$ cat src/hw/rtl/bis_pkg.sv
// ----------------------------------------------------------------------------
// bis_pkg
// Shared types, codes and helpers of the binned interval summary block.
// ----------------------------------------------------------------------------
`default_nettype none

package bis_pkg;

  localparam int MaxSplitBins = 63;
  localparam int SplitW       = 7;
  localparam logic [31:0] M32 = 32'hFFFF_FFFF;
  localparam logic [47:0] M48 = 48'hFFFF_FFFF_FFFF;
  localparam logic [62:0] M63 = 63'h7FFF_FFFF_FFFF_FFFF;

  localparam logic [1:0] OP_ITEM = 2'd0;
  localparam logic [1:0] OP_EOC  = 2'd1;
  localparam logic [1:0] OP_EOA  = 2'd2;

  typedef enum logic [1:0] {CL_ITEM, CL_EOC, CL_EOA} item_cls_t;

  typedef struct packed {
    item_cls_t          cls;
    logic [15:0]        chrom;
    logic [31:0]        len;
    logic [31:0]        s;
    logic [31:0]        e;
    logic signed [31:0] v;
    logic [31:0]        size;
  } item_t;

  typedef struct packed {
    logic               kind;
    logic [15:0]        chrom;
    logic [31:0]        first;
    logic [31:0]        last_b;
    logic [47:0]        count;
    logic signed [31:0] min;
    logic signed [31:0] max;
    logic signed [63:0] sum;
    logic [62:0]        sumsq;
    logic               err;
    logic               fin;
  } result_t;

  typedef struct packed {
    logic  valid;
    item_t item;
  } item_beat_t;

  typedef enum logic [3:0] {
    ST_IDLE, ST_COUNT, ST_ERROR, ST_SQ, ST_F_VN, ST_F_LO, ST_F_HI, ST_F_APPLY,
    ST_CLOSE, ST_OPEN, ST_SPLIT, ST_EMIT, ST_FLUSH, ST_TOTAL
  } bis_state_t;

  typedef enum logic [1:0] {PH_TOTAL, PH_SPLIT, PH_FINAL} fold_phase_t;

  function automatic logic [31:0] clip_end(input logic [31:0] lo,
                                            input logic [31:0] len,
                                            input logic [31:0] bw);
    logic [32:0] w;
    logic [32:0] e;
    logic [31:0] r;
    w = (bw == 32'd0) ? 33'd1 : {1'b0, bw};
    e = {1'b0, lo} + w;
    r = e[32] ? M32 : e[31:0];
    if (len > lo && r > len) r = len;
    return r;
  endfunction

endpackage

`default_nettype wire

$ cat src/hw/rtl/bis_outq.sv
// ----------------------------------------------------------------------------
// bis_outq
// Two-entry result queue between the back sequencer and the result port.
// ----------------------------------------------------------------------------
`default_nettype none

module bis_outq import bis_pkg::*; (
  input  wire logic    clk,
  input  wire logic    rst_n,
  input  wire logic    res_push,
  input  result_t      res_data,
  output logic         res_full,
  output logic         empty,
  input  wire logic    pop,
  output result_t      head
);

  result_t    q_r [2];
  logic       wr_ptr_r, rd_ptr_r;
  logic [1:0] cnt_r;
  logic       wr, rd;

  assign res_full = (cnt_r == 2'd2);
  assign empty    = (cnt_r == 2'd0);
  assign wr       = res_push && !res_full;
  assign rd       = pop && !empty;
  assign head     = q_r[rd_ptr_r];

  always_ff @(posedge clk) begin
    if (!rst_n) begin
      wr_ptr_r <= 1'b0;
      rd_ptr_r <= 1'b0;
      cnt_r    <= 2'd0;
    end else begin
      if (wr) wr_ptr_r <= !wr_ptr_r;
      if (rd) rd_ptr_r <= !rd_ptr_r;
      cnt_r <= cnt_r + {1'b0, wr} - {1'b0, rd};
    end
  end

  always_ff @(posedge clk) begin
    if (wr) q_r[wr_ptr_r] <= res_data;
  end

endmodule

`default_nettype wire

$ cat config.mk
export PLATFORM = sky130hd
export DESIGN_NAME = bis_outq
export DESIGN_NICKNAME = d
export VERILOG_FILES = /design/src/hw/rtl/bis_pkg.sv /design/src/hw/rtl/bis_outq.sv
export SDC_FILE = /design/constraint.sdc
export NUM_CORES = 1
export LEC_CHECK = 0
export BUFFER_PORTS_ARGS = -buffer_cell sky130_fd_sc_hd__buf_2
export CORE_UTILIZATION = 35
export CTS_CLUSTER_SIZE = 40
export DETAILED_ROUTE_END_ITERATION = 7
export SLEW_MARGIN = 20
export SYNTH_ARGS = -nofsm -noshare
export SYNTH_HDL_FRONTEND = slang
export SYNTH_SLANG_ARGS = --single-unit
export TNS_END_PERCENT = 20
$ cat constraint.sdc
create_clock -name clk -period 17.65 [get_ports clk]
set_clock_uncertainty 0.15 [all_clocks]
set_input_delay 0.8825 -clock clk [delete_from_list [all_inputs] [get_ports clk]]
set_output_delay 0.8825 -clock clk [all_outputs]
set_load 0.01 [all_outputs]
==> summary.md <==
| Metric | Value |
|---|---|
| CORE AREA | 0.0672 sq mm |
| Num ports | 650 |
| Worst reg-to-reg setup slack | 13.86 ns |
| Top area cells in the synthesized netlist | edfxtp_1 82%, mux2_2 13%, mux2_4 2.5% |
| Int Power | around 3.3 mW |
| Cell total after placement | approximately 2.5k |
| Die Span Y | 262 microns |
| Top-count cell post-synth | edfxtp_1 |
| Clock latency on the worst-skew pair | about 0.61 ns |
| Cell row count | 95 |
| Worst slack, placed | around 13 ns |
| FILL cells | roughly 5.8k |
| Non-filler cells, final | 2,662 |
| Yosys top cell by area | edfxtp_1 |
| Final #Nets | 2,053 |
| Vias after detailed routing | approximately 12k |
| Post-CTS Setup Inserts | 0 |
| Crit share post-route | 0.292 |
| FFs w/ async S/R, synth | 0 |
| Combinational group share of total power | 0.247 |
| Antenna-violating nets left | 0 |
| Max transition margin | 0.152 |
| Max Clock Freq | approximately 190 MHz |
| Post-place instance area | 0.0278 sq mm |
| Sw frac | 0.284 |
| Worst-case clock buffer depth | 3 |
| Total wire length | 55,200 microns |
| Leakage power | 11.1 nW |
| Resized cells post-CTS | 0 |
| Metal2 WL | roughly 29,000 microns |
| Top_reg_cell synth | edfxtp_1 |
| Initial Util | 0.353 |
| Hold-fix buffers, CTS | 0 |
| Top Metal Used | met5 |
| PD cells | ~150 mW/mm^2 |
| Psw | 1.31 mW |
| Area of the die | roughly 0.069 sq mm |
| Initial drt markers | between 600 and 700 |
| Syn_area_per_cell | 23.1 sq um |
| Clock Sinks | between 600 and 700 |
| Port bufs | between 600 and 700 |
| Clk pwr share | 0.304 |
| Sequential share of the synthesized area | 0.819 |
| Crit path to | head[238] |
| Worst setup margin | about 12 ns |
| Worst setup EP type | output port |
| Initial antenna violation count | 20 |
| RSZ-0062 raised after global routing | false |
| Final Cell Area | around 0.030 sq mm |
| Status | complete, but fails checks |
| Peak VDD IR | around 100 uV |
| Data arrival, critical path | just over 4 ns |
| Post-synth EDFFs | between 600 and 700 |
| Drc violations | 2 |
| First-pass GRT wire length | between 80,000 and 90,000 microns |
| Mapped Area | roughly 0.024 sq mm |
| DRT Pass-1 Iters | 7 |
| Fin util | 0.448 |
| Netlist cell types | 19 |
| Worst Tran Pin Value | between 1 and 1.5 ns |
| Synthesized Nets | roughly 1.4k |
| CTS root buf | clkbuf_16 |
| Post-Synthesis Cells | around 1.0k |
| Worst reg2reg path startpoint | cnt_r[0]$_SDFF_PN0_ |
| Clock Pin Slew Worst Setup and Hold Paths | approximately 0.060 ns |
| Commonest cells in the netlist | 644 x edfxtp_1, 274 x mux2_2, 40 x mux2_4 |
| Setup CP Type | reg -> out |
| Setup crit start kind | flop |
| Max cap viols | 0 |
| Ys Warns | 0 |
| Met3 wire len | between 4000 and 5000 microns |
| Layout cell share with drive strength beyond 1 | 0.606 |
| CP required | approximately 17 ns |
| Setup tns final | 0 ns |
| GRT Util Overall | 0.156 |
| Final hold violations | 0 |
| R2r endpoint | q_r[1][213]$_DFFE_PP_ |
| CTS tree | yes |
| P&R area growth vs syn | 26.7% |
| Fin crit period | between 5 and 6 ns |
| Num CTS Buffers | ~70 |
| WL met1 | around 20,000 microns |
| Vias in the first global route | 13.0k |
| Largest net degree at the start of global routing | roughly 160 |
| DP Wirelength | roughly 38,000 microns |
| Post-synth top area share | 0.815 |
| Synth Register Bits | around 650 |
| Die X | roughly 260 microns |
| Failing checks | design-rule violations |
| DR WL/cell | ~21 microns |
| Via-to-Cell Ratio | 4.57 |
| Slew Viols, Final | 0 |
| # setup viols final | 0 |
| Seq pwr share | 0.449 |
| HP Class | in -> reg |
| Remaining Overflow, GRT | 0 |
| CP max FO | between 70 and 80 |
| Final Wtd Congestion | ~0.84 |
| Cells on worst reg2reg path | 4 |
| H-tree levels | 3 |
-- power groups by stage --
stage | Clock, mW | Combinational [mW] | Sequential (mW)
detailed placement | 0 | 1.15 | 2.10
floorplan | 0 | 0.750 | 2.18
CTS | 1.44 | 1.16 | 2.07
global placement | 0 | 1.14 | 2.09
global route | 1.50 | 1.21 | 2.09
finish | 1.40 | 1.14 | 2.07
-- cell usage in the layout (no fill, tap or decap), types with 2 or more instances in the layout --
master and count:
bufinv_16 2, buf_4 8, clkinv_4 3, inv_1 3
dfxtp_1 4, buf_2 649, inv_6 3, mux2_4 40
nand2_1 2, clkinv_2 10, clkinv_1 6, and2_1 2
buf_12 2, nor2_1 4, clkinvlp_4 7, clkinv_16 3
clkbuf_8 2, clkbuf_1 19, mux2_2 274, diode_2 9
ha_1 2, clkbuf_16 71, mux2_1 8, edfxtp_1 644
nand2b_1 2
-- critical path, stage by stage (launching register included) --
cell and delay [ns]:
dfxtp_4 1.05, buf_4 0.89, buf_4 0.88, mux2_2 0.43, buf_2 0.14
-- layer usage --
layer	GRT usage	up-vias
met5	0	-
met4	0.0687	20
met3	0.0495	126
met2	0.276	452
met1	0.171	6050
li1	-	5515
-- stage by stage --
stage	power [mW]	hold WS, ns
4_1_cts	4.67	0.250
2_1_floorplan	2.93	0.305
3_5_place_dp	3.26	0.351
6_report	4.61	0.306
5_1_grt	4.80	0.266
3_3_place_gp	3.24	0.347
-- logic make-up (layout without fill, tap and decap cells) --
| group | Yosys count | in the layout | share of synthesized area |
|---|---|---|---|
| multiplexers | 323 | 323 | 0.160 |
| AO/OA/AOI/OAI | 1 | 1 | 0.000317 |
| other | 0 | 9 | 0 |
| adder cells (fa/ha/maj) | 2 | 2 | 0.00105 |
| XOR/XNOR | 2 | 2 | 0.000739 |
| AND/OR/NAND/NOR | 13 | 13 | 0.00264 |
| buffers and inverters | 39 | 790 | 0.0162 |
| flip-flops | 649 | 649 | 0.819 |
-- worst min path at each step --
stage / startpoint / to / slack, ns / cells after the start
floorplan: wr_ptr_r$_SDFFE_PN0P_ / wr_ptr_r$_SDFFE_PN0P_ / 0.30 / 2
global placement: rd_ptr_r$_SDFFE_PN0P_ / rd_ptr_r$_SDFFE_PN0P_ / 0.35 / 2
detailed placement: rd_ptr_r$_SDFFE_PN0P_ / flop / 0.35 / 2
CTS: res_data[28] / q_r[1][28]$_DFFE_PP_ / 0.25 / 1
global route: res_data[280] / q_r[1][280]$_DFFE_PP_ / 0.27 / 1
finish: res_data[28] / q_r[1][28]$_DFFE_PP_ / 0.31 / 1
-- state kept, by name (all words and copies together), names as in the netlist, named ones only --
register / flops
q_r: 644
cnt_r: 2
rd_ptr_r: 1
wr_ptr_r: 1
-- area by class of cell --
class,count,area [sq um],area share
diodes,9,22.5,0.000749
clock buffers,92,1880,0.0624
clock inverters,36,364,0.0121
inverters,3,11.3,0.000375
multi-input cells,341,3910,0.130
flip-flops and latches,649,19400,0.647
well taps,873,1090,0.0363
repair buffers,659,3350,0.111
No activity file was read; power rests on OpenSTA's default activity.
