## src/hw/rtl/bis_pkg.sv

```systemverilog
// ----------------------------------------------------------------------------
// bis_pkg
// Shared types, codes and helpers of the binned interval summary block.
// ----------------------------------------------------------------------------
`default_nettype none

package bis_pkg;

  localparam int MaxSplitBins = 63;
  localparam int SplitW       = 7;
  localparam logic [31:0] M32 = 32'hFFFF_FFFF;
  localparam logic [47:0] M48 = 48'hFFFF_FFFF_FFFF;
  localparam logic [62:0] M63 = 63'h7FFF_FFFF_FFFF_FFFF;

  localparam logic [1:0] OP_ITEM = 2'd0;
  localparam logic [1:0] OP_EOC  = 2'd1;
  localparam logic [1:0] OP_EOA  = 2'd2;

  typedef enum logic [1:0] {CL_ITEM, CL_EOC, CL_EOA} item_cls_t;

  typedef struct packed {
    item_cls_t          cls;
    logic [15:0]        chrom;
    logic [31:0]        len;
    logic [31:0]        s;
    logic [31:0]        e;
    logic signed [31:0] v;
    logic [31:0]        size;
  } item_t;

  typedef struct packed {
    logic               kind;
    logic [15:0]        chrom;
    logic [31:0]        first;
    logic [31:0]        last_b;
    logic [47:0]        count;
    logic signed [31:0] min;
    logic signed [31:0] max;
    logic signed [63:0] sum;
    logic [62:0]        sumsq;
    logic               err;
    logic               fin;
  } result_t;

  typedef struct packed {
    logic  valid;
    item_t item;
  } item_beat_t;

  typedef enum logic [3:0] {
    ST_IDLE, ST_COUNT, ST_ERROR, ST_SQ, ST_F_VN, ST_F_LO, ST_F_HI, ST_F_APPLY,
    ST_CLOSE, ST_OPEN, ST_SPLIT, ST_EMIT, ST_FLUSH, ST_TOTAL
  } bis_state_t;

  typedef enum logic [1:0] {PH_TOTAL, PH_SPLIT, PH_FINAL} fold_phase_t;

  function automatic logic [31:0] clip_end(input logic [31:0] lo,
                                            input logic [31:0] len,
                                            input logic [31:0] bw);
    logic [32:0] w;
    logic [32:0] e;
    logic [31:0] r;
    w = (bw == 32'd0) ? 33'd1 : {1'b0, bw};
    e = {1'b0, lo} + w;
    r = e[32] ? M32 : e[31:0];
    if (len > lo && r > len) r = len;
    return r;
  endfunction

endpackage

`default_nettype wire

```

## src/hw/rtl/bis_front.sv

```systemverilog
// ----------------------------------------------------------------------------
// bis_front
// Accepts input beats, drops beats with an unknown op, clamps and sizes intervals, queues them for the back.
// ----------------------------------------------------------------------------
`default_nettype none

module bis_front import bis_pkg::*; (
  input  wire logic               clk,
  input  wire logic               rst_n,
  input  wire logic               push,
  output logic                    full,
  input  wire logic [1:0]         in_op,
  input  wire logic [15:0]        in_chrom_id,
  input  wire logic [31:0]        in_chrom_length,
  input  wire logic [31:0]        in_item_start,
  input  wire logic [31:0]        in_item_end,
  input  wire logic signed [31:0] in_item_value,
  output item_beat_t              iq_beat,
  input  wire logic               iq_pop
);

  item_t       q_r [2];
  logic        wr_ptr_r, rd_ptr_r;
  logic [1:0]  cnt_r;
  item_t       cls_item;
  logic        keep;
  logic        wr, rd;

  always_comb begin
    cls_item.chrom = in_chrom_id;
    cls_item.len   = in_chrom_length;
    cls_item.s     = in_item_start;
    cls_item.e     = (in_item_end < in_item_start) ? in_item_start : in_item_end;
    cls_item.v     = in_item_value;
    cls_item.size  = cls_item.e - in_item_start;
    keep           = 1'b1;
    case (in_op)
      OP_ITEM: cls_item.cls = CL_ITEM;
      OP_EOC:  cls_item.cls = CL_EOC;
      OP_EOA:  cls_item.cls = CL_EOA;
      default: begin
        cls_item.cls = CL_ITEM;
        keep         = 1'b0;
      end
    endcase
  end

  assign full          = (cnt_r == 2'd2);
  assign wr            = push && !full && keep;
  assign rd            = iq_pop && (cnt_r != 2'd0);
  assign iq_beat.valid = (cnt_r != 2'd0);
  assign iq_beat.item  = q_r[rd_ptr_r];

  always_ff @(posedge clk) begin
    if (!rst_n) begin
      wr_ptr_r <= 1'b0;
      rd_ptr_r <= 1'b0;
      cnt_r    <= 2'd0;
    end else begin
      if (wr) wr_ptr_r <= !wr_ptr_r;
      if (rd) rd_ptr_r <= !rd_ptr_r;
      cnt_r <= cnt_r + {1'b0, wr} - {1'b0, rd};
    end
  end

  always_ff @(posedge clk) begin
    if (wr) q_r[wr_ptr_r] <= cls_item;
  end

endmodule

`default_nettype wire

```

## config.mk

```make
export PLATFORM = sky130hd
export DESIGN_NAME = bis_front
export DESIGN_NICKNAME = d
export VERILOG_FILES = /design/src/hw/rtl/bis_pkg.sv /design/src/hw/rtl/bis_front.sv
export SDC_FILE = /design/constraint.sdc
export NUM_CORES = 1
export LEC_CHECK = 0
export BUFFER_PORTS_ARGS = -buffer_cell sky130_fd_sc_hd__buf_2
export CORE_ASPECT_RATIO = 0.9
export CORE_MARGIN = 2
export CORE_UTILIZATION = 45
export CTS_BUF_LIST = sky130_fd_sc_hd__clkbuf_4
export DETAILED_ROUTE_END_ITERATION = 7
export HOLD_SLACK_MARGIN = 0.06
export PLACE_DENSITY = 0.7
export SYNTH_ARGS = -nofsm -noshare
export SYNTH_HDL_FRONTEND = slang
export SYNTH_SLANG_ARGS = --single-unit
export TNS_END_PERCENT = 5
```

## constraint.sdc

```tcl
create_clock -name clk -period 8.6 [get_ports clk]
set_input_delay 0 -clock clk [delete_from_list [all_inputs] [get_ports clk]]
set_output_delay 0 -clock clk [all_outputs]
set_load 0.005 [all_outputs]
```

==> impl_metrics.env, run 1 <==
export IMPL_detailedPlace_worstSlack_ns=2.75
export IMPL_setup_worst_path_start_class="input port"
export IMPL_clkTransAtPathRegs_ns=0.07
export IMPL_clock_sink_count=361
export IMPL_antenna_found_initial=1
export IMPL_grt_setup_unrepaired="false"
export IMPL_relSlewSlack=0.274
export IMPL_synth_async_sr_flop_share=0
export IMPL_avgViaCountPerCell=5.06
export IMPL_count_of_max_cap_constraint_violations=0
export IMPL_design_final_nets=1855
export IMPL_synth_area_top_cells="edfxtp_1, mux2_2, ha_1, o21ai_0, nand2_1"
export IMPL_crit_slowest_cell="o31ai_4"
export IMPL_layoutNonFillerInstCount=2170
export IMPL_count_of_final_hold_check_violations=0
export IMPL_dominantRegCellSynth="edfxtp_1"
export IMPL_status="finished, final reports clean"
export IMPL_place_inst=1746
export IMPL_worst_path_largest_cell_delay_ns=0.89
export IMPL_starting_density=0.460
export IMPL_detailedPlacementHpwl_um=24700
export IMPL_coreArea_mm2=0.0342
export IMPL_cp_cell_sequence="dlygate4sd3_1 -> buf_2 -> inv_1 -> ha_1 -> nand4_1 -> nor4_1 -> o211ai_1 -> o31ai_4 -> buf_4 -> mux2i_1 -> ha_1 -> inv_1 -> fa_1 -> a21o_1 -> a21oi_1 -> o21ai_1 -> nand4_2 -> o21ai_2 -> a41oi_4 -> o21ai_0 -> a211oi_1 -> a21oi_1"
export IMPL_post_synthesis_sequential_element_count=361
export IMPL_setup_ws_ns=2.89
export IMPL_num_vias=11000
export IMPL_leakage_nw=8.55
export IMPL_cts_resizes=0
export IMPL_fin_skew_ns=0.0305
export IMPL_track_usage=0.223
export IMPL_min_delay_path_class="input port to register"
export IMPL_ys_warn_count=0
export IMPL_tritoncts="yes"
export IMPL_num_io_pins=330
export IMPL_ctsLongestPathBuffers=3
export IMPL_numCtsBuffers=92
export IMPL_synthCells=975
export IMPL_flow_area_growth_from_synthesis_pct=37.9
export IMPL_timing_final_setup_violations=0
export IMPL_number_of_global_route_vias_before_repair=11600
export IMPL_yosys_area_top_type_share=0.679
export IMPL_drive_gt1_frac=0.396
export IMPL_cts_htree_levels=3
export IMPL_worst_setup_path_end_kind="register"
export IMPL_detail_route_wl_per_cell_um=18.8
export IMPL_post_route_drc_count=0
export IMPL_ys_seq_area_frac=0.686
export IMPL_finalMaxSlewViolations=0
export IMPL_cellPowerDensity_mw_per_mm2=234
export IMPL_die_area_mm2=0.0365
export IMPL_syn_mean_instance_area_um2=16.1
export IMPL_gp_routability_congestion=0.878
export IMPL_worstMarginPinSlew_ns=1.09
export IMPL_post_route_min_period_ns=5.71
export IMPL_pin_count_of_the_biggest_net_entering_global_routing=76
export IMPL_antenna_violating_nets_post_route=0
export IMPL_postSynthNetCount=1190
export IMPL_clk_latency_ns=0.71
export IMPL_placement_rows=64
export IMPL_critical_path_required_ns=9.03
export IMPL_max_vdd_ir_drop_mv=0.142
export IMPL_finalCritPeriodShare=0.664
export IMPL_first_pass_iters=5
export IMPL_criticalPathCategory="input port to register"
export IMPL_grt_pass1_wl_um=63400
export IMPL_cp_data_arrival_time_ns=6.14
export IMPL_mappedNetlistArea_mm2=0.0157
export IMPL_yosysUniqueCellTypes=56
export IMPL_root_buffer="clkbuf_4"
export IMPL_grt_overflow=0
export IMPL_path_max_fanout=37
export IMPL_portBuffers=329
export IMPL_yosys_area_top_type="edfxtp_1"
export IMPL_edff_count_synth=356
export IMPL_drt_total_wl_um=40800
export IMPL_die_height_um=181
export IMPL_die_width_um=201
export IMPL_max_freq_mhz=175
export IMPL_initialDrtViolationCount=650
[path summary, 6_finish.rpt]
kind,from,to,slack [ns],cells after the start
worst max register to register,cnt_r[1],q_r[0][11],5.84,6
worst min-delay path,push,cnt_r[0],0.15,6
worst min register to register,rd_ptr_r,rd_ptr_r,0.55,2
worst max-delay path,in_item_start[30],q_r[1][26],2.89,22
[critical path: cells and delay by family]
| family | cells | cell delay [ns] |
|---|---|---|
| compound gates | 10 | 2.72 |
| simple gates | 3 | 0.89 |
| buf+inv | 5 | 1.29 |
| mux | 1 | 0.30 |
| fa+ha+maj | 3 | 0.92 |
[where the power goes]
group | switching [mW] | internal (mW) | leakage [nW] | total (mW)
clock network | 0.679 | 0.725 | 0.668 | 1.40
registers | 0.0684 | 2.20 | 3.34 | 2.27
logic | 0.719 | 0.680 | 4.55 | 1.40
[synthesized netlist by cell type, drive strengths merged, types with 3 or more instances]
| cell type | number |
|---|---|
| nor3 | 7 |
| ha | 64 |
| o211ai | 4 |
| a31oi | 3 |
| clkbuf | 25 |
| o31ai | 4 |
| edfxtp | 356 |
| a2111oi | 3 |
| and3 | 3 |
| o21a | 12 |
| a21oi | 31 |
| mux2 | 178 |
| a211o | 3 |
| xnor2 | 20 |
| nor2b | 11 |
| a21o | 20 |
| buf | 4 |
| a211oi | 6 |
| and2 | 6 |
| a221oi | 3 |
| xor2 | 7 |
| nand3 | 7 |
| dfxtp | 5 |
| nand4 | 9 |
| o21bai | 6 |
| o21ai | 44 |
| nand2 | 49 |
| inv | 42 |
| nor2 | 22 |
[cell type report]
class                      count  area (µm²)
clock buffer                 137        1030
tap                          462         578
fill                        2524       12500
timing repair buffer         600        4340
sequential                   361       10800
clock inverter                23         103
antenna                        2        5.00
inverter                      42         158
multi-input combinational    543        4690
[layout by cell type, fill, tap and decap left out, drive strengths merged, types with 2 or more instances in the layout]
cell	n
a211oi	6
nand3b	2
o21a	12
a31oi	3
nand2	49
dlygate4sd3	262
a2111oi	3
nor2b	11
xor2	7
xnor2	20
diode	2
clkinvlp	4
ha	64
mux2i	2
a21o	20
a41oi	2
edfxtp	356
inv	44
o21bai	6
a21oi	31
dfxtp	5
clkinv	17
a211o	3
buf	338
o31ai	4
o21ai	44
nand3	7
or2	2
nor2	22
and3	3
nor3	7
a221oi	3
and2	6
nand2b	2
nand4	9
clkbuf	137
mux2	178
o211ai	4
[stage by stage]
| stage | utilization | TNS (ns) | total power [mW] | area [µm²] | hold slack [ns] |
|---|---|---|---|---|---|
| 2_1_floorplan | - | -32.75 | 3.10 | 15700 | 0.0989 |
| 3_3_place_gp | 0.525 | 0 | 3.58 | 17900 | 0.188 |
| 3_5_place_dp | 0.525 | 0 | 3.59 | 17900 | 0.192 |
| 4_1_cts | 0.634 | 0 | 5.10 | 21700 | 0.0687 |
| 5_1_grt | 0.634 | 0 | 5.35 | 21700 | 0.0913 |
| 6_report | 0.634 | 0 | 5.07 | 21700 | 0.149 |
[cells by family (layout without fill, tap and decap cells)]
| group | count (synthesis) | count (layout) | synth area share |
|---|---|---|---|
| AND/OR/NAND/NOR | 123 | 123 | 0.0373 |
| XOR/XNOR | 27 | 27 | 0.0150 |
| multiplexers | 180 | 180 | 0.129 |
| buffers and inverters | 71 | 802 | 0.0175 |
| flip-flops | 361 | 361 | 0.686 |
| AO/OA/AOI/OAI | 148 | 148 | 0.0635 |
| other | 0 | 2 | 0 |
| adder cells (fa/ha/maj) | 65 | 65 | 0.0522 |
[sequential cells by signal, indices dropped and copies added (netlist names), named ones only]
register and cells:
cnt_r 2, q_r 356, rd_ptr_r 1, wr_ptr_r 1
[routing by layer]
layer	GRT usage	part of all wire	vias to the layer above	wire length [µm]
li1	-	-	5158	-
met1	0.272	0.41	5352	16700
met2	0.377	0.50	386	20200
met3	0.0555	0.065	93	2640
met4	0.0957	0.030	0	1230
met5	0	0	-	0
[timing repair]
action / CTS / global route
endpoints found under the hold margin: 353 / 0
buffers inserted: 0 / 0
endpoints found under the setup margin: 0 / 0
hold buffers: 262 / 0
Note: power is estimated with default switching activity, not from simulation.
==> inputs of run 2 (changes only) <==
- PLACE_DENSITY: 0.7 -> 0.68
- clock period: 8.6 -> 5.8 ns (I/O delays scaled with it)
==> run 2 against run 1 <==
  * Power is 50% higher
  * Final area is 0.45% higher
  * Largest cell class unchanged
  * Utilization is 0.29 points higher
  * Via count is 0.40% lower
  * Wire length hardly changed
  * Non-clock buffer count is 5 higher
==> impl_metrics.env, run 2 (synthesis results as in run 1) <==
export IMPL_status="finished, final reports clean"
export IMPL_number_of_global_route_vias_before_repair=11400
export IMPL_die_width_um=201
export IMPL_flow_area_growth_from_synthesis_pct=38.5
export IMPL_largest_register_ffs=356
export IMPL_portBuffers=329
export IMPL_grt_setup_unrepaired="false"
export IMPL_worst_setup_path_end_kind="register"
export IMPL_critPathTopFamily="compound AO/OA/AOI/OAI gates"
export IMPL_post_route_drc_count=0
export IMPL_worst_path_largest_cell_delay_ns=0.68
export IMPL_post_cts_repair_setup_buffers=0
export IMPL_max_freq_mhz=190
export IMPL_min_delay_path_class="input port to register"
export IMPL_initialDrtViolationCount=732
export IMPL_p_total_mw=7.59
export IMPL_count_of_final_hold_check_violations=0
export IMPL_grt_pass1_wl_um=61900
export IMPL_worst_hold_slack_ns=0.185
export IMPL_timing_final_setup_violations=0
export IMPL_clkTransAtPathRegs_ns=0.07
export IMPL_critical_path_required_ns=6.28
export IMPL_ctsLongestPathBuffers=3
export IMPL_r2r_setup_slack_ns=2.23
export IMPL_criticalPathCategory="input port to register"
export IMPL_count_of_max_cap_constraint_violations=0
export IMPL_leakage_nw=8.59
export IMPL_track_usage=0.221
export IMPL_layout_commonest_cell="edfxtp_1"
export IMPL_num_io_pins=330
export IMPL_clock_sink_count=361
export IMPL_mostFrequentLayoutCells="edfxtp_1, buf_2, dlygate4sd3_1"
export IMPL_relSlewSlack=0.202
export IMPL_critical_path_top_cell_by_count="o21a_1"
export IMPL_pin_count_of_the_biggest_net_entering_global_routing=179
export IMPL_max_vdd_ir_drop_mv=0.240
export IMPL_design_final_nets=1860
export IMPL_tritoncts="yes"
export IMPL_num_vias=10900
export IMPL_antenna_violating_nets_post_route=0
export IMPL_cellPowerDensity_mw_per_mm2=348
export IMPL_fin_skew_ns=0.0300
export IMPL_detail_route_wl_per_cell_um=18.8
export IMPL_worstMarginPinSlew_ns=1.20
export IMPL_gp_routability_congestion=0.893
export IMPL_die_area_mm2=0.0365
export IMPL_path_max_fanout=19
export IMPL_critical_path_buf_inv_count=5
export IMPL_finalCritPeriodShare=0.906
export IMPL_starting_density=0.460
export IMPL_placement_rows=64
export IMPL_cp_cell_sequence="dlygate4sd3_1 -> buf_2 -> inv_1 -> ha_1 -> nand4_1 -> nor4_1 -> o21ai_0 -> o211ai_1 -> a21oi_1 -> o31ai_4 -> buf_4 -> buf_4 -> nand2_1 -> o21ai_0 -> ha_1 -> a21oi_1 -> nor2b_1 -> o21a_1 -> o21a_1 -> o21a_1 -> o21a_1 -> o21ai_0 -> o311a_1 -> xnor2_1"
export IMPL_drive_gt1_frac=0.396
export IMPL_die_height_um=181
export IMPL_drt_total_wl_um=40800
export IMPL_top_regs="q_r: 356 flops, cnt_r: 2 flops"
export IMPL_final_util=0.637
export IMPL_clk_latency_ns=0.76
export IMPL_coreArea_mm2=0.0342
export IMPL_cts_htree_levels=3
export IMPL_avgViaCountPerCell=5.03
export IMPL_antenna_found_initial=4
export IMPL_cts_resizes=0
export IMPL_finalMaxSlewViolations=0
export IMPL_crit_slowest_cell="nor4_1"
export IMPL_root_buffer="clkbuf_4"
export IMPL_cts_hold_buf=267
export IMPL_numCtsBuffers=92
export IMPL_detailedPlacementHpwl_um=24400
export IMPL_post_route_min_period_ns=5.25
export IMPL_setup_worst_path_start_class="input port"
export IMPL_cp_data_arrival_time_ns=5.73
export IMPL_grt_overflow=0
export IMPL_largest_register_by_flop_count="q_r"
export IMPL_first_pass_iters=5
run 2: cell count changes in the layout (fill, tap and decap cells not counted), sizes merged:
| cell | previous run | this run |
|---|---|---|
| dlygate4sd3 | 262 | 267 |
| clkinv | 17 | 14 |
| clkbuf | 137 | 138 |
| diode | 2 | 5 |
| bufinv | 0 | 1 |
| clkinvlp | 4 | 2 |
run 2: worst min-delay path: cells and delay by family:
family                 cells  cell delay (ns)
buffers and inverters      2             0.63
AO/OA/AOI/OAI              1             0.12
AND/OR/NAND/NOR            1             0.05
run 2: path summary, 6_finish.rpt:
kind,from,end,cells past startpoint
worst min-delay path,in_item_end[22],q_r[1][86],4
worst max-delay path,in_item_start[20],q_r[1][21],24
worst min register to register,rd_ptr_r,rd_ptr_r,2
worst max register to register,cnt_r[1],q_r[0][93],7
run 2: metrics by stage:
step / instance area (µm²) / std cells / setup slack [ns] / setup TNS [ns]
finish: 21800 / 2175 / 0.546 / 0
global route: 21800 / 2175 / 0.248 / 0
CTS: 21800 / 2170 / 0.584 / 0
detailed placement: 18000 / 1746 / 0.323 / 0
global placement: 18000 / 1746 / 0.354 / 0
floorplan: 15700 / 975 / -2.98 / -531.15
run 2: routing by layer:
metal | global-route usage | routed length (µm)
met1 | 0.264 | 16600
met2 | 0.372 | 20100
met3 | 0.0583 | 2570
met4 | 0.107 | 1520
met5 | 0 | 0
run 2: area by class of cell:
cell class                 instances  area (µm²)
clock buffer                     138        1040
antenna                            5        12.5
fill                            2500       12400
inverter                          42         158
sequential                       361       10800
clock inverter                    19         111
multi-input combinational        543        4690
tap                              462         578
timing repair buffer             605        4410
run 2: power by group:
part	internal [mW]	leakage [nW]	switching (mW)
sequential	3.27	3.34	0.141
combinational	1.02	4.57	1.03
clock	1.12	0.685	1.00
==> inputs of run 3 (changes only) <==
--- a/config.mk
+++ b/config.mk
@@ -11,3 +11,3 @@
 export CORE_UTILIZATION = 45
-export CTS_BUF_LIST = sky130_fd_sc_hd__clkbuf_4
+export CTS_BUF_LIST = sky130_fd_sc_hd__clkbuf_4 sky130_fd_sc_hd__clkbuf_8
 export DETAILED_ROUTE_END_ITERATION = 7
==> constraint.sdc (replaced) <==
create_clock -name clk -period 5.8 [get_ports clk]
set_input_delay 1.45 -clock clk [delete_from_list [all_inputs] [get_ports clk]]
set_output_delay 1.45 -clock clk [all_outputs]
set_load 0.005 [all_outputs]
==> run 3 against run 2 <==
  * Clock-buffer cell count is 53 lower
  * Final area down 8.6%
  * Via count fell by 9.4%
  * Critical endpoint is now q_r[1][31]
  * Utilization is 5.5 points lower
  * First-iteration DRC count decreased by 35%
  * Non-clock buffer count fell by 162
  * Clock power down 2%
  * Largest cell class unchanged
  * Die area stayed put
==> impl_metrics.env, run 3 (synthesis results as in run 1) <==
export IMPL_die_area_mm2=0.0365
export IMPL_number_of_global_route_vias_before_repair=10200
export IMPL_crit_slowest_cell="or4_1"
export IMPL_path_max_fanout=29
export IMPL_largest_register_by_flop_count="q_r"
export IMPL_flow_area_growth_from_synthesis_pct=26.6
export IMPL_track_usage=0.196
export IMPL_detailedPlacementHpwl_um=25800
export IMPL_clock_sink_count=361
export IMPL_worst_path_largest_cell_delay_ns=0.56
export IMPL_power_clock_fraction=0.276
export IMPL_worstReg2RegEnd="q_r[1][35]"
export IMPL_mostFrequentLayoutCells="edfxtp_1, buf_2, mux2_2"
export IMPL_die_width_um=201
export IMPL_count_of_final_hold_check_violations=0
export IMPL_placement_rows=64
export IMPL_design_final_nets=1664
export IMPL_portBuffers=329
export IMPL_cellPowerDensity_mw_per_mm2=376
export IMPL_place_inst=1851
export IMPL_rr_worst_depth=6
export IMPL_critical_path_required_ns=6.16
export IMPL_finalMaxSlewViolations=0
export IMPL_largest_register_ffs=356
export IMPL_num_io_pins=330
export IMPL_post_cts_repair_setup_buffers=0
export IMPL_antenna_violating_nets_post_route=0
export IMPL_max_vdd_ir_drop_mv=0.193
export IMPL_fin_skew_ns=0.0119
export IMPL_grt_pass1_wl_um=55800
export IMPL_avgViaCountPerCell=5.07
export IMPL_num_vias=9914
export IMPL_count_of_max_cap_constraint_violations=0
export IMPL_r2r_setup_slack_ns=3.45
export IMPL_drt_total_wl_um=36500
export IMPL_top_regs="q_r: 356 flops, cnt_r: 2 flops"
export IMPL_cts_hold_buf=0
export IMPL_worstMarginPinSlew_ns=0.923
export IMPL_cp_cell_sequence="buf_2 -> inv_1 -> ha_1 -> a21o_1 -> a211o_1 -> a2111oi_1 -> buf_4 -> o31ai_4 -> buf_12 -> buf_12 -> nand2_1 -> o21ai_0 -> ha_1 -> nand2_1 -> or4_1 -> a21oi_1 -> o211ai_1 -> a31oi_1 -> o21a_1 -> nor2_1 -> xnor2_1"
export IMPL_post_route_drc_count=0
export IMPL_criticalPathCategory="input port to register"
export IMPL_post_dp_cell_area_mm2=0.0188
export IMPL_cts_htree_levels=2
export IMPL_cts_resizes=0
export IMPL_net_switching_power_mw=2.09
export IMPL_gp_routability_congestion=0.885
export IMPL_fin_setup_tns_ns=0
export IMPL_cp_data_arrival_time_ns=5.95
export IMPL_tritoncts="yes"
export IMPL_detail_route_wl_per_cell_um=18.7
export IMPL_grt_overflow=0
export IMPL_internal_power_consumption_mw=5.39
export IMPL_setup_ws_ns=0.210
export IMPL_min_delay_path_class="register to register"
export IMPL_coreArea_mm2=0.0342
export IMPL_setup_worst_path_start_class="input port"
export IMPL_netSwitchingFraction=0.279
export IMPL_ctsLongestPathBuffers=3
export IMPL_drive_gt1_frac=0.487
export IMPL_timing_final_setup_violations=0
export IMPL_leakage_nw=7.91
export IMPL_root_buffer="clkbuf_8"
export IMPL_detailedPlace_worstSlack_ns=-0.423
export IMPL_starting_density=0.460
export IMPL_power_combinational_fraction=0.274
export IMPL_layout_commonest_cell="edfxtp_1"
export IMPL_finalCritPeriodShare=0.964
export IMPL_die_height_um=181
export IMPL_seq_power_share=0.450
export IMPL_initialDrtViolationCount=478
export IMPL_first_pass_iters=5
export IMPL_max_freq_mhz=179
export IMPL_post_route_min_period_ns=5.59
export IMPL_grt_setup_unrepaired="false"
export IMPL_clk_latency_ns=0.61
export IMPL_post_route_cell_area_mm2=0.0199
export IMPL_cp_startpoint="in_item_start[9]"
export IMPL_clkTransAtPathRegs_ns=0.06
export IMPL_numCtsBuffers=58
export IMPL_relSlewSlack=0.383
export IMPL_antenna_found_initial=2
export IMPL_worst_hold_slack_ns=0.538
export IMPL_critical_path_reg2reg_startpoint="cnt_r[1]"
export IMPL_layoutNonFillerInstCount=1954
export IMPL_status="finished, final reports clean"
export IMPL_worst_setup_path_end_kind="register"
export IMPL_cp_endpoint="q_r[1][31]"
export IMPL_pin_count_of_the_biggest_net_entering_global_routing=101
==> run 3: cell types whose count changed in the layout (fill, tap and decap cells not counted), moves of 2 or more <==
cell,before,now
inv_12,0,2
inv_2,2,0
dlygate4sd3_1,267,0
diode_2,5,2
buf_12,2,7
clkinvlp_4,2,0
clkbuf_8,0,59
buf_4,7,107
clkbuf_4,138,26
==> run 3: worst min-delay path by stage <==
stage,to,slack (ns),depth (start not counted),startpoint
after floorplan,register,0.50,2,rd_ptr_r
after global placement,rd_ptr_r,0.52,2,rd_ptr_r
after detailed placement,register,0.53,2,rd_ptr_r
after CTS,register,0.54,2,rd_ptr_r
after global routing,register,0.58,2,rd_ptr_r
final,register,0.54,2,rd_ptr_r
==> run 3: critical path: cells and delay by family <==
| family | cells | cell delay [ns] |
|---|---|---|
| buffers and inverters | 5 | 0.69 |
| AND/OR/NAND/NOR | 4 | 0.76 |
| AO/OA/AOI/OAI | 9 | 2.19 |
| XOR/XNOR | 1 | 0.13 |
| adder cells (fa/ha/maj) | 2 | 0.71 |
==> run 3: stage by stage <==
| step | total power, mW | utilization |
|---|---|---|
| 3_5_place_dp | 5.48 | 0.550 |
| 6_report | 7.48 | 0.582 |
| 4_1_cts | 7.59 | 0.582 |
| 3_3_place_gp | 5.45 | 0.550 |
| 2_1_floorplan | 4.59 | - |
| 5_1_grt | 7.86 | 0.582 |
==> run 3: routing by layer <==
| layer | GRT usage | part of all wire |
|---|---|---|
| met1 | 0.250 | 0.42 |
| met2 | 0.326 | 0.49 |
| met3 | 0.0436 | 0.061 |
| met4 | 0.0773 | 0.031 |
| met5 | 0 | 0 |
==> run 3: final cells by class <==
class | count | area, µm²
Antenna cell | 2 | 5.00
Clock buffer | 85 | 1010
Clock inverter | 16 | 92.6
Fill cell | 2819 | 14300
Inverter | 42 | 158
Multi-Input combinational cell | 543 | 4690
Sequential cell | 361 | 10800
Tap cell | 462 | 578
Timing Repair Buffer | 443 | 2590
==> run 3: power by group through the flow <==
stage	clock, mW	sequential, mW	combinational (mW)
after floorplan	0	3.40	1.18
after global placement	0	3.40	2.05
after detailed placement	0	3.42	2.06
after CTS	2.14	3.37	2.08
after global routing	2.24	3.39	2.23
final	2.07	3.36	2.05
